==> config.mk <==
export PLATFORM = sky130hd
export DESIGN_NAME = gql_vertex_out
export DESIGN_NICKNAME = d
export VERILOG_FILES = /design/src/sv/gql_pkg.sv /design/src/sv/gql_vertex_out.sv
export SDC_FILE = /design/constraint.sdc
export NUM_CORES = 1
export LEC_CHECK = 0
export ABC_AREA = 1
export BUFFER_PORTS_ARGS = -buffer_cell sky130_fd_sc_hd__buf_4
export CAP_MARGIN = 5
export CORE_AREA = 2 2 158 160
export CTS_BUF_LIST = sky130_fd_sc_hd__clkbuf_4 sky130_fd_sc_hd__clkbuf_8 sky130_fd_sc_hd__clkbuf_16
export CTS_CLUSTER_SIZE = 20
export DETAILED_ROUTE_END_ITERATION = 7
export DIE_AREA = 0 0 160 162
export GPL_TIMING_DRIVEN = 0
export PLACE_DENSITY = 0.63
export SLEW_MARGIN = 5
export SYNTH_ARGS = -nofsm -noshare
export SYNTH_HDL_FRONTEND = slang
export SYNTH_SLANG_ARGS = --single-unit
==> constraint.sdc <==
create_clock -name clk -period 12.5 [get_ports clk]
set_input_delay 0.625 -clock clk [delete_from_list [all_inputs] [get_ports clk]]
set_output_delay 0.625 -clock clk [all_outputs]
set_load 0.005 [all_outputs]
==> src/sv/gql_pkg.sv <==
// Shared types, codes and constants for the glyph quad layout block.
// No dependencies; imported by gql_vertex_out and glyph_quad_layout.
package gql_pkg;

  localparam logic [1:0] CMD_CHAR    = 2'd0;
  localparam logic [1:0] CMD_LOAD    = 2'd1;
  localparam logic [1:0] CMD_NEWTEXT = 2'd2;
  localparam logic [1:0] CMD_UNUSED  = 2'd3;

  localparam int unsigned CFG_IDX_W = 3;
  localparam logic [CFG_IDX_W-1:0] REG_SCALE      = 3'd0;
  localparam logic [CFG_IDX_W-1:0] REG_FIRST_CODE = 3'd1;
  localparam logic [CFG_IDX_W-1:0] REG_GLYPH_TOT  = 3'd2;
  localparam logic [CFG_IDX_W-1:0] REG_ORIGIN_X   = 3'd3;
  localparam logic [CFG_IDX_W-1:0] REG_ORIGIN_Y   = 3'd4;
  localparam logic [CFG_IDX_W-1:0] REG_DEPTH_Z    = 3'd5;
  localparam logic [CFG_IDX_W-1:0] REG_COLOR      = 3'd6;

  localparam logic [7:0]         NEWLINE_CODE = 8'd10;
  localparam logic signed [17:0] LINE_Q6      = 18'sd4096;
  localparam logic [2:0]         LAST_VERTEX  = 3'd5;

  localparam logic signed [29:0] SAT_HI = 30'sd8388607;
  localparam logic signed [29:0] SAT_LO = -30'sd8388608;

  typedef struct packed {
    logic signed [23:0] left;
    logic signed [23:0] right;
    logic signed [23:0] top;
    logic signed [23:0] bottom;
    logic [15:0]        s0;
    logic [15:0]        t0;
    logic [15:0]        s1;
    logic [15:0]        t1;
  } gql_quad_t;

  function automatic logic signed [23:0] sat24(input logic signed [29:0] v);
    logic signed [23:0] r;
    if (v > SAT_HI) begin
      r = SAT_HI[23:0];
    end else if (v < SAT_LO) begin
      r = SAT_LO[23:0];
    end else begin
      r = v[23:0];
    end
    return r;
  endfunction

endpackage

==> src/sv/gql_vertex_out.sv <==
// Vertex output stage: holds one finished quad and walks its six vertices.
// Depends on gql_pkg for the quad type and vertex count.
module gql_vertex_out import gql_pkg::*; (
  input  logic               clk,
  input  logic               rst_n,
  input  logic               quad_valid,
  output logic               quad_ready,
  input  gql_quad_t          quad,
  input  logic signed [15:0] depth_z,
  input  logic [31:0]        color_rgba,
  output logic               out_valid,
  input  logic               out_ready,
  output logic signed [23:0] out_vertex_x,
  output logic signed [23:0] out_vertex_y,
  output logic signed [15:0] out_vertex_z,
  output logic [31:0]        out_vertex_color,
  output logic [15:0]        out_tex_s,
  output logic [15:0]        out_tex_t,
  output logic               out_last_vertex
);

  gql_quad_t  quad_r;
  logic       vld_r;
  logic [2:0] k_r;
  logic       use_right;
  logic       use_top;

  assign quad_ready = !vld_r || (out_ready && (k_r == LAST_VERTEX));

  always_ff @(posedge clk) begin
    if (!rst_n) begin
      vld_r <= 1'b0;
      k_r   <= 3'd0;
    end else if (quad_valid && quad_ready) begin
      vld_r <= 1'b1;
      k_r   <= 3'd0;
    end else if (vld_r && out_ready) begin
      if (k_r == LAST_VERTEX) begin
        vld_r <= 1'b0;
        k_r   <= 3'd0;
      end else begin
        k_r <= k_r + 3'd1;
      end
    end
  end

  always_ff @(posedge clk) begin
    if (quad_valid && quad_ready) begin
      quad_r <= quad;
    end
  end

  // corner order 0,1,2,0,2,3
  assign use_right = (k_r == 3'd0) || (k_r == 3'd3) || (k_r == 3'd5);
  assign use_top   = (k_r == 3'd0) || (k_r == 3'd1) || (k_r == 3'd3);

  assign out_valid        = vld_r;
  assign out_vertex_x     = use_right ? quad_r.right : quad_r.left;
  assign out_vertex_y     = use_top ? quad_r.top : quad_r.bottom;
  assign out_vertex_z     = depth_z;
  assign out_vertex_color = color_rgba;
  assign out_tex_s        = use_right ? quad_r.s1 : quad_r.s0;
  assign out_tex_t        = use_top ? quad_r.t0 : quad_r.t1;
  assign out_last_vertex  = (k_r == LAST_VERTEX);

  a_idle_k_zero: assert property (@(posedge clk) disable iff (!rst_n)
    !vld_r |-> (k_r == 3'd0))
    else $error("vertex counter not cleared while empty");

  a_k_advance: assert property (@(posedge clk) disable iff (!rst_n)
    (vld_r && out_ready && (k_r != LAST_VERTEX)) |=>
      (vld_r && (k_r == $past(k_r) + 3'd1)))
    else $error("vertex counter did not advance on request");

  a_k_range: assert property (@(posedge clk) disable iff (!rst_n)
    k_r <= LAST_VERTEX)
    else $error("vertex counter out of range");

endmodule

=== Yosys cells after proc, flatten, opt, wreduce, memory -nomap -nowiden ===
Cells that the tools add are included.

* Input port bits: 212
* Register bits: 164
* Logic and storage cells: 37
* Output and inout bits: 131

* Bitwise gates (word level): 1
* Add/sub/neg operators: 1
* Multiplexer cells: 8
* Reductions and logical operators: 14
* Equal/unequal tests: 3

{| class="wikitable"
|+ Operators with widths
! operator !! count
|-
| $mux W24 || 2
|-
| $mux W16 || 2
|-
| $logic_or A1 B1 Y1 || 5
|-
| $reduce_bool A2 Y1 || 2
|-
| $add A3 B1 Y3 const B || 1
|-
| $eq A3 B1 Y1 const B || 1
|-
| $eq A3 B2 Y1 const B || 1
|-
| $eq A3 B3 Y1 const B || 1
|-
| $logic_and A1 B1 Y1 || 3
|-
| $logic_not A3 Y1 || 1
|-
| $mux W1 || 3
|-
| $mux W3 || 1
|-
| $reduce_and A2 Y1 || 1
|-
| $reduce_or A2 Y1 || 1
|-
| $logic_not A1 Y1 || 1
|-
| $not A1 Y1 || 1
|}

=== Depth between registers and ports, before layout ===
* Depth in word-level cells: 6
* Mapped depth: 8
* Gate-level depth less buffers: 7

=== Worst setup path before layout ===
Ideal clock, no wire load.

* Kind: in2reg
* Start point: in out_ready
* End point: reg quad_r[0] in the netlist's numbering (enable)
* Setup time: 0.513 ns
* Stages: 4
* Data required time: 11.987 ns
* Arrival: 3.993 ns
* Slack: 7.994 ns
* Path buffers: 0
* Path through: nand4_1 nand2_1 nand2_1 inv_1

* Word-level cells in the longest chain between the ends: 3

{| class="wikitable"
|+ RTL lines
! item !! RTL line !! source
|-
| from (decl) || gql_vertex_out.sv:12 || <nowiki>input logic out_ready,</nowiki>
|-
| $logic_and A1 B1 Y1 || gql_vertex_out.sv:28 || <nowiki>assign quad_ready = !vld_r || (out_ready && (k_r == LAST_VERTEX));</nowiki>
|-
| $logic_or A1 B1 Y1 || gql_vertex_out.sv:28 ||
|-
| via quad_ready || gql_vertex_out.sv:7 || <nowiki>output logic quad_ready,</nowiki>
|-
| $logic_and A1 B1 Y1 || gql_vertex_out.sv:48 || <nowiki>if (quad_valid && quad_ready) begin</nowiki>
|-
| to (signal assigned) || gql_vertex_out.sv:49 || <nowiki>quad_r <= quad;</nowiki>
|-
| to (decl) || gql_vertex_out.sv:22 || <nowiki>gql_quad_t quad_r;</nowiki>
|}

The timed path passes the listed nets, and every way through them passes these cells.
A chain may end at the register's enable or synchronous reset.

=== Worst setup path after layout ===
* Start point: reg k_r[2]
* End point: out out_vertex_y[12]

* Word-level cells in the longest chain between the ends: 4
* Elaborated cells between the ends (all ways): 6
* Classes of those cells: eq/ne (2); mux (1); reduce/logical (3)

{| class="wikitable"
|+ RTL lines
! item !! RTL line !! source
|-
| from (decl) || gql_vertex_out.sv:24 || <nowiki>logic [2:0] k_r;</nowiki>
|-
| from (signal assigned) || gql_vertex_out.sv:42 || <nowiki>k_r <= k_r + 3'd1;</nowiki>
|-
| $eq A3 B1 Y1 or $logic_not A3 Y1 (tied branches) || gql_vertex_out.sv:55 || <nowiki>assign use_top = (k_r == 3'd0) || (k_r == 3'd1) || (k_r == 3'd3);</nowiki>
|-
| $logic_or A1 B1 Y1 || gql_vertex_out.sv:55 ||
|-
| $logic_or A1 B1 Y1 * || gql_vertex_out.sv:55 ||
|-
| $mux W24 * || gql_vertex_out.sv:59 || <nowiki>assign out_vertex_y = use_top ? quad_r.top : quad_r.bottom;</nowiki>
|-
| to (decl) || gql_vertex_out.sv:14 || <nowiki>output logic signed [23:0] out_vertex_y,</nowiki>
|}

Every way passes the cells marked *; elsewhere a longest branch is shown, timed or not.

==> results.sh <==
export IMPL_setup_worst_path_start_class="flop"
export IMPL_worstRegToRegCells=5
export IMPL_grt_antenna_before_repair=3
export IMPL_multiInputGateArea_sq_mm=0.001136
export IMPL_yosysWarnings=0
export IMPL_synth_ff_latch_count=164
export IMPL_dieWidth_um=160
export IMPL_tightestPinTransition_ps=563.2
export IMPL_grt_start_max_net_pins=107
export IMPL_n_fill_cell=2272
export IMPL_post_route_cells_drive_above_1_share_pct=52.47
export IMPL_post_cts_buffers=0
export IMPL_die_area_sq_mm=0.02592
export IMPL_net_switching_power_uw=307.0
export IMPL_clock_tree_buffer_depth=2
export IMPL_outcome="complete, no violations"
export IMPL_slew_headroom_pct=62.45
export IMPL_fin_skew_ps=8.289
export IMPL_reg2reg_setup_slack_ps=10430
export IMPL_routed_via_count=4655
export IMPL_drc_errors=0
export IMPL_synthDistinctLibCells=21
export IMPL_seq_area_sq_mm=0.004885
export IMPL_clock_latency_reported_for_the_late_side_of_the_worst_skew_pair_ps=420
export IMPL_worstHoldPathType="in2reg"
export IMPL_grt_pass1_wl_um=25280
export IMPL_syn_avg_cell_area_sq_um=13.35
export IMPL_groute_usage_overall_pct=13.20
export IMPL_grt_setup_unrepaired="no"
export IMPL_path_max_fanout=10
export IMPL_crit_path_dat_ps=2060
export IMPL_netlist_top_cell_by_area="edfxtp_1"
export IMPL_synth_area_sq_mm=0.006703
export IMPL_max_cap_viol_count=0
export IMPL_std_cell_rows=57
export IMPL_place_worst_setup_slack_ps=10170
export IMPL_fp_dieH_um=162
export IMPL_tritoncts="done"
export IMPL_drt_pass1_iter_count=4
export IMPL_floorplan_core_area_sq_mm=0.02411
export IMPL_ios=343
export IMPL_p_seq_share_pct=50.0
export IMPL_nNetsFinal=1029
export IMPL_count_leader_synth="edfxtp_1"
export IMPL_peakVddDrop_uv=81.47
export IMPL_htree_levels=4
export IMPL_synth_edff_count=160
export IMPL_internal_power_uw=987.6
export IMPL_post_drt_via_cell_ratio=4.030
export IMPL_finalWorstSetupSlack_ps=9816
export IMPL_switching_share_pct=23.72
export IMPL_worst_setup_path_type="reg2out"
export IMPL_pwr_share_clk_pct=38.5
export IMPL_final_util_pct=41.09
export IMPL_cts_resized_gates=0
export IMPL_number_of_input_and_output_port_buffers_inserted=294
export IMPL_finalWeightedCongestion=0.7919
export IMPL_seq_area_frac_synth_pct=72.88
export IMPL_clk_pin_slew_worst_paths_ps=80
export IMPL_synth_main_ff_cell="edfxtp_1"
export IMPL_syn2layout_area_growth_pct=47.77
export IMPL_instances_no_fill=1155
export IMPL_synth_largest_type_area_fraction_pct=71.68
export IMPL_totalPowerFinal_uw=1295
export IMPL_timing_final_setup_violations=0
export IMPL_crit_reg2reg_capture="quad_r[25]$_DFFE_PP_"
export IMPL_syn_inst=502
export IMPL_global_route_overflow_total=0
export IMPL_power_share_combinational_pct=11.5
export IMPL_finalWorstPathRequiredPeriod_ps=2684
export IMPL_cells_on_worst_hold_path=1
export IMPL_p_leak_uw=0.004450
export IMPL_hp_start="quad[62]"
export IMPL_synthTopCellsByArea="edfxtp_1 72%, nand2_1 7.1%, buf_4 5.4%, o21ai_2 5.2%, nand3_1 3.1%"
export IMPL_timing_critical_path_required_ps=11880
export IMPL_postSynth_asyncResetShare_pct=0
export IMPL_final_antenna_net_count=0
export IMPL_number_of_global_route_vias_before_repair=4707
export IMPL_cts_sinks=164
export IMPL_hold_viol_final=0
export IMPL_cts_made_buffers=17
export IMPL_detail_route_wirelength_um=17220
export IMPL_place_inst=1121
export IMPL_power_density_mw_per_mm2=130.7
export IMPL_tns_ps=0
export IMPL_synth_common_cells="160 x edfxtp_1, 127 x nand2_1, 48 x buf_4, 45 x inv_1, 41 x nand3_1"
export IMPL_detailed_place_hpwl_um=12900
export IMPL_floorplan_initialDensity_pct=27.81
export IMPL_cts_hold_repair_buffers=0
export IMPL_cp_capture_type="output port"
export IMPL_r2r_start="k_r[0]$_SDFFE_PP0P_"
export IMPL_drt_iter0_drc=170
export IMPL_route_detailed_wl_per_inst_um=14.91
export IMPL_finalCritPeriodShare_pct=21.47
export IMPL_hold_path_end="quad_r[62]$_DFFE_PP_"
export IMPL_slew_violations=0
export IMPL_syn_nets=715
export IMPL_achievable_frequency_mhz=372.6
export IMPL_cts_root_buf="clkbuf_16"
cell families after synthesis:
logic type / count (synthesis) / share of synthesized area (%)
AOI/OAI and AO/OA: 43 / 5.526
xor gates and xnor gates: 1 / 0.1307
adders and majority gates: 1 / 0.1866
buffers and inverters: 115 / 10.17
DFF: 164 / 72.88
and+or+nand+nor: 178 / 11.11
flip-flops by register name, indices dropped and copies added, names as in the netlist:
name	cells
k_r	3
quad_r	160
out_valid	1
how the worst max path moves through the flow:
stage,slack (ps),endpoint,from,depth (start not counted)
global placement,6580,quad_r[24]$_DFFE_PP_,out_ready,5
finish,9820,out_vertex_y[12],k_r[2]$_SDFFE_PP0P_,7
global route,9650,out_vertex_y[12],k_r[0]$_SDFFE_PP0P_,8
detailed placement,10170,quad_r[23]$_DFFE_PP_,out_ready,6
CTS,9740,out_vertex_y[12],k_r[0]$_SDFFE_PP0P_,8
floorplan,7990,quad_r[0]$_DFFE_PP_,out_ready,4
metrics by stage:
step | hold WS, ps | cell area [sq um]
after floorplan | 515.2 | 6703
after global placement | 536.3 | 9315
after detailed placement | 531.1 | 9350
after CTS | 355.5 | 9899
after global routing | 349.8 | 9905
final | 377.7 | 9905
area by class of cell:
type / count / share of cell area, %
Buffer: 68 / 5.104
Inverter: 47 / 1.857
Timing Repair Buffer: 295 / 22.56
Multi-Input combinational cell: 223 / 11.47
Sequential cell: 164 / 49.32
Clock inverter: 15 / 1.251
Clock buffer: 17 / 4.295
Antenna cell: 2 / 0.05053
Tap cell: 324 / 4.093
layer usage:
layer / part of all wire, % / wire length (um) / vias up / GRT usage [%]
li1: - / - / 2296 / -
met1: 34 / 5895 / 2085 / 13.32
met4: 2.3 / 401 / 2 / 5.856
met2: 52 / 8939 / 250 / 23.46
met3: 11 / 1972 / 22 / 6.052
met5: 0.075 / 13 / - / 0
cells in the final DEF (no fill, tap or decap), drive strengths merged:
| cell | n |
|---|---|
| buf | 359 |
| edfxtp | 160 |
| nand2 | 128 |
| inv | 54 |
| nand3 | 43 |
| o21ai | 40 |
| clkbuf | 21 |
| clkinv | 7 |
| nor2 | 6 |
| dfxtp | 4 |
| diode | 2 |
| nand4 | 1 |
| a21oi | 1 |
| xor2 | 1 |
| a21boi | 1 |
| a22oi | 1 |
| ha | 1 |
| clkinvlp | 1 |
worst max-delay path, cell delays in order, from the launching register on:
cell and delay [ps]:
dfxtp_1 400, inv_2 70, ha_1 200, inv_2 140, clkbuf_1 450, nand3_1 150, nand2_1 120, buf_4 120
power groups by stage:
| stage | Clock (uW) | Combinational, uW | Sequential [uW] |
|---|---|---|---|
| after floorplan | 0 | 56.4 | 661 |
| after CTS | 513 | 153 | 647 |
| after global placement | 0 | 149 | 665 |
| after global routing | 530 | 164 | 649 |
| final | 499 | 149 | 647 |
| after detailed placement | 0 | 152 | 659 |
No activity file was read; power rests on OpenSTA's default activity.
